**config.mk**
```make
export PLATFORM = sky130hd
export DESIGN_NAME = ssdf_cell
export DESIGN_NICKNAME = d
export VERILOG_FILES = /design/src/rtl/core/ssdf_pkg.sv /design/src/rtl/core/ssdf_cell.sv
export SDC_FILE = /design/constraint.sdc
export NUM_CORES = 1
export LEC_CHECK = 0
export ABC_AREA = 1
export BUFFER_PORTS_ARGS = -buffer_cell sky130_fd_sc_hd__buf_2
export CAP_MARGIN = 10
export CORE_AREA = 2 2 103 105
export CTS_BUF_LIST = sky130_fd_sc_hd__clkbuf_16
export DETAILED_ROUTE_END_ITERATION = 8
export DIE_AREA = 0 0 105 107
export GPL_ROUTABILITY_DRIVEN = 0
export HOLD_SLACK_MARGIN = 0.08
export PLACE_DENSITY = 0.65
export SLEW_MARGIN = 0
export SYNTH_ARGS = -nofsm -noshare
export SYNTH_HDL_FRONTEND = slang
export SYNTH_SLANG_ARGS = --single-unit
```
**constraint.sdc**
```tcl
create_clock -name clk -period 3.4 [get_ports clk]
set_input_delay 1.02 -clock clk [delete_from_list [all_inputs] [get_ports clk]]
set_output_delay 1.02 -clock clk [all_outputs]
set_load 0.01 [all_outputs]
```
**src/rtl/core/ssdf_pkg.sv**
```systemverilog
// ----------------------------------------------------------------------------
// Sorted set difference filter package
// Shared types and command codes for the merge anti-join core.
// ----------------------------------------------------------------------------
package ssdf_pkg;

    localparam int TERM_W  = 64;
    localparam int INDEX_W = 12;
    localparam int CMD_W   = 2;

    typedef enum logic [CMD_W-1:0] {
        CMD_LOAD  = 2'd0,
        CMD_PROBE = 2'd1,
        CMD_CLEAR = 2'd2,
        CMD_NONE  = 2'd3
    } cmd_t;

    typedef enum logic {
        ST_IDLE,
        ST_SCAN
    } state_t;

    // Contents of one look-ahead cell.
    typedef struct packed {
        logic              valid;
        logic [TERM_W-1:0] value;
    } cell_t;

    // Control that every cell of the look-ahead chain sees.
    typedef struct packed {
        logic flush;
        logic pop;
        logic push;
    } chain_ctl_t;

endpackage

```
**src/rtl/core/ssdf_cell.sv**
```systemverilog
// ----------------------------------------------------------------------------
// Look-ahead cell
// One stage of the compacting chain that holds upcoming old-set terms.
// ----------------------------------------------------------------------------
module ssdf_cell (
    input  logic                          clk,
    input  logic                          rst_n,
    input  ssdf_pkg::chain_ctl_t          ctl,
    input  logic [ssdf_pkg::TERM_W-1:0]   push_value,
    input  ssdf_pkg::cell_t               left,
    input  ssdf_pkg::cell_t               right,
    output ssdf_pkg::cell_t               state
);

    logic                        valid_reg;
    logic                        valid_next;
    logic [ssdf_pkg::TERM_W-1:0] value_reg;
    logic [ssdf_pkg::TERM_W-1:0] value_next;
    logic                        after_valid;
    logic [ssdf_pkg::TERM_W-1:0] after_value;
    logic                        left_after_valid;
    logic                        take;

    // On a pop every cell takes its right neighbor's contents. A new term
    // lands in the first cell that is empty once the pop has happened.
    always_comb
    begin
        after_valid      = ctl.pop ? right.valid : valid_reg;
        after_value      = ctl.pop ? right.value : value_reg;
        left_after_valid = ctl.pop ? valid_reg : left.valid;
        take             = ctl.push && !after_valid && left_after_valid;
        valid_next       = !ctl.flush && (after_valid || take);
        value_next       = take ? push_value : after_value;
    end

    always_ff @(posedge clk or negedge rst_n)
    begin
        if (!rst_n)
        begin
            valid_reg <= 1'b0;
        end
        else
        begin
            valid_reg <= valid_next;
        end
    end

    always_ff @(posedge clk)
    begin
        value_reg <= value_next;
    end

    assign state.valid = valid_reg;
    assign state.value = value_reg;

endmodule

```
Word level (Yosys, flattened, before mapping). Cells that the tools add are included.

Register bits after elaboration: 65. Latch bits: 0. RAM bits: 0. Memory bits (read-only): 0. Bits of input ports: 199. Output and inout bits: 65. Word-level logic and storage cells: 13. Memories kept: 0.

Add/sub/neg operators: 0. Multipliers: 0. Div/mod/pow operators: 0. Order comparisons: 0. Equal/unequal tests: 0. Shift operators: 0. Mux-type cells: 4. Bitwise gates (word level): 0. Reductions and logical operators: 7.

Operators with widths (count): $mux 64 (2); $logic_and 1x1->1 (3); $logic_not 1->1 (2); $mux 1 (2); $reduce_bool 2->1 (1); $logic_or 1x1->1 (1).

Depth between registers and ports, before layout.
Depth after elaboration: 6. Depth in mapped cells: 8. Mapped depth without buffers: 6.

Worst setup path after synthesis. Ideal clock, no wire load.

Path kind: in2reg. Start: input port right[64] (netlist bit). End: register value_reg[0] (netlist bit), enable pin. Library setup time: 0.424 ns. Arrival: 2.806 ns. Data required time: 2.976 ns. Path slack: 0.170 ns. Stages on the path: 6. Path buffers: 1. Cells stage by stage: inv_1 nand2_1 nand2_1 nand2_1 buf_2 nand2_1.

Word-level cells in the longest chain between the ends: 5.

RTL lines: from (decl) (line ssdf_cell.sv:11) `input ssdf_pkg::cell_t right,`; $mux 1 (line ssdf_cell.sv:28) `after_valid = ctl.pop ? right.valid : valid_reg;`; $logic_not 1->1 (line ssdf_cell.sv:31) `take = ctl.push && !after_valid && left_after_valid;`; $logic_and 1x1->1 (2 in a row) (line ssdf_cell.sv:31); $reduce_bool 2->1 (no line); to (signal assigned) (line ssdf_cell.sv:50) `value_reg <= value_next;`; to (decl) (line ssdf_cell.sv:17) `logic [ssdf_pkg::TERM_W-1:0] value_reg;`.

No other way between the ends. A chain may end at the register's enable or synchronous reset.

Worst setup path in the final report.
Start: input port ctl[1] (netlist bit). End: register value_reg[27] (netlist bit) (data pin).

Word-level cells in the longest chain between the ends: 5. Elaborated cells between the ends (all ways): 6. Classes of those cells: mux (3); reduce/logical (3).

RTL lines: from (decl) (line ssdf_cell.sv:8) `input ssdf_pkg::chain_ctl_t ctl,`; $mux 1 (line ssdf_cell.sv:28); $logic_not 1->1 (line ssdf_cell.sv:31); $logic_and 1x1->1 (line ssdf_cell.sv:31); $logic_and 1x1->1 (*) (line ssdf_cell.sv:31); $mux 64 (*) (line ssdf_cell.sv:33) `value_next = take ? push_value : after_value;`; named net value_next, one bit (line ssdf_cell.sv:18) `logic [ssdf_pkg::TERM_W-1:0] value_next;`.

Mark *: on every way through the listed nets, which the timed path passes. The rest lies on a longest branch.

==> summary.txt <==
Outcome
  – Status: finished clean

Drt
  – DRT iter0 DRCs: 196
  – Via density: 4.37
  – DRC errors left: 0
  – TritonRoute pass-1 iters: 4
  – Via total after detailed routing: 2725
  – Antenna Nets Post-Route: 0
  – Routed Wire Length: 7890 um
  – Drt wl/cell: 12.6 um

STA
  – Hold Vio Cnt, Final: 0
  – Final setup vio count: 0
  – Maximum operating frequency: 497 MHz
  – Pins Over Slew Limit: 0
  – Slew HR: 0.564
  – Final period utilization: 0.592
  – Worst-Margin Slew: approximately 0.65 ns
  – Clock Skews: 0.00422 ns
  – Min cycle time layout: 2.01 ns
  – RSZ-0062 raised after global routing: no
  – Setup TNS: 0 ns
  – Final setup margin: 1.39 ns

Clock tree
  – Post-CTS Hold Buffers: 0
  – Setup Buffers After CTS: 0
  – CTS buffer count: 9
  – H-tree depth: 3
  – Clk_lat worst skew: 0.33 ns
  – CTS Sinks: between 60 and 70
  – TritonCTS clock tree: yes
  – CTS Buffer Depth: 2
  – Clk slew on worst S/H paths: 0.05 ns
  – Total of cells resized after clock tree synthesis: 0
  – CTS Root Cell: clkbuf_16

Floorplanning
  – Row count: 37
  – Ports: 264
  – Die W: 105 um
  – Die span in y: 107 um
  – Core region area: 0.0101 sq mm
  – Initial Utilization: 0.293
  – Die ar.: 0.0112 sq mm

Setup path
  – Critical path data arrival time: about 2.2 ns
  – Most frequent CP cell: nand2_1
  – FF-to-FF path depth: 4
  – Critical Path Sink Type: flip-flop
  – R2r setup slk: around 1.8 ns
  – Startpoint types: input pin
  – CP max stage delay: approximately 0.53 ns
  – RR Endpoint: value_reg[27]
  – Critical path buffer and inverter count: 3
  – WP data required: between 3 and 4 ns
  – RR Startpoint: valid_reg
  – Critical-path top delay cell: buf_4
  – CP delay by family, top: buffers and inverters
  – Crit-path cells: buf_2 > inv_2 > nand2_1 > nand2_2 > buf_4 > nand3_1 > nand2_1
  – Critical Path Fanout Max: between 60 and 70
  – Setup Crit Path Kind: input pin to flip-flop

Power
  – Power Total: 2130 uW
  – Leakage power: ~0.0022 uW
  – Maximum vdd drop: approximately 0.19 mV
  – PwrDens: 497 mW/mm^2

Logic synthesis
  – Async S/R FF share, synth: 0.0154
  – Simple-gate area share of the yosys netlist: 0.278
  – Synth Area in Compound Gates: 0.00635
  – Avg Cell Area, Syn: 10.2 sq um
  – Register area share after synthesis: 0.658
  – Primary FF master, synth: edfxtp_1
  – Most numerous cell in the Yosys netlist: nand2_1
  – Synth cell types: 13
  – Main combinational cell family by area after synthesis: simple AND/OR/NAND/NOR gates
  – Yosys warns: 0
  – Post-synth top area share: 0.650
  – Syn nets: 490
  – Post-synth EDFFs: 64
  – Post-Synth XOR/XNOR Area: 0
  – Synth top cells by count: 134 x nand2_1, 64 x edfxtp_1, 64 x nand3_1, 9 x buf_4, 8 x buf_2
  – Synthesized instance count: 291
  – Largest cells by area after synthesis: edfxtp_1 65%, nand2_1 17%, nand3_1 11%, buf_4 2.3%, buf_6 1.5%
  – Mapped cell area: 0.00296 sq mm
  – Multiplexer area fraction after synthesis: 0
  – #FFs+latches synth: 65
  – Adder-Cell Fraction of Synth Area: 0
  – Largest area contributor in the synthesized netlist: edfxtp_1

Min path
  – Hold Path Class: input pin to async pin

Global routing
  – GRT overflow: 0
  – Vias in the first global route: 2614
  – Antenna violations before repair: 0
  – Largest net degree at the start of global routing: 66
  – First-pass GRT wire length: about 12000 um
  – Total track usage: 0.139

Layout
  – Layout area overhead: 44.5%
  – Final net count: 683
  – Max reg flops: between 60 and 70
  – Share of cells above drive strength 1: 0.453
  – Diode count: 0

Placement
  – Post-DP HPWL: 5680 um
  – Port bufs: 199
  – Placement Setup Slack: 1.07 ns

Flow run
  – Max Cap Violations: 0
[per-stage QoR]
stage	hold WS, ns	utilization	area, sq um	cells
finish	0.465	0.423	4270	624
global route	0.454	0.423	4270	624
CTS	0.453	0.423	4270	624
detailed placement	0.729	0.398	4020	609
global placement	0.685	0.398	4020	609
floorplan	0.621	-	2960	291
[worst reg2reg max path: stages, from the launching register on]
cell     delay (ns)
dfrtp_1        0.42
a21oi_4        0.18
buf_4          0.55
nand3_1        0.18
nand2_1        0.12
[how the worst max path moves through the flow]
stage	slack [ns]	cells past startpoint	from	end
4_1_cts	1.42	7	ctl[1]	value_reg[33]
5_1_grt	1.22	7	ctl[1]	value_reg[2]
6_report	1.39	7	ctl[1]	value_reg[27]
3_3_place_gp	1.10	7	ctl[1]	value_reg[42]
2_1_floorplan	0.17	6	right[64]	value_reg[0]
3_5_place_dp	1.07	7	ctl[1]	value_reg[27]
[power breakdown]
part	internal [uW]	leakage, uW	switching, uW
Combinational	142	0.00139	204
Clock	477	0.000131	307
Sequential	977	0.000652	18.9
Total	1600	0.00217	529
[cells by family (layout without fill, tap and decap cells)]
| logic type | after synthesis | after routing |
|---|---|---|
| compound gates | 3 | 3 |
| simple gates | 198 | 198 |
| flops | 65 | 65 |
| buf+inv | 25 | 222 |
[metal layers]
| metal | vias up | routed length [um] | GRT usage |
|---|---|---|---|
| met1 | 1207 | 3290 | 0.170 |
| met3 | 11 | 640 | 0.0389 |
| met5 | - | 0 | 0 |
| met2 | 135 | 3800 | 0.225 |
| li1 | 1372 | - | - |
| met4 | 0 | 157 | 0.0686 |
[layout by cell type, fill, tap and decap left out]
cell	n
buf_4	5
o21ai_0	1
clkbuf_16	9
dfrtp_1	1
edfxtp_1	64
inv_1	4
inv_2	1
clkinvlp_4	1
clkinv_2	2
a21oi_4	1
nand2_2	3
clkinv_1	1
nand3_1	64
buf_2	199
nand2_1	131
a21oi_1	1
[final cells by class]
type / instances / area [sq um]
Clock inverter: 6 / 28.8
Clock buffer: 9 / 225
Fill cell: 1016 / 5820
Sequential cell: 65 / 1950
Tap cell: 136 / 170
Inverter: 3 / 11.3
Multi-Input combinational cell: 201 / 857
Timing Repair Buffer: 204 / 1030
Power figures use the tool's default switching activity.
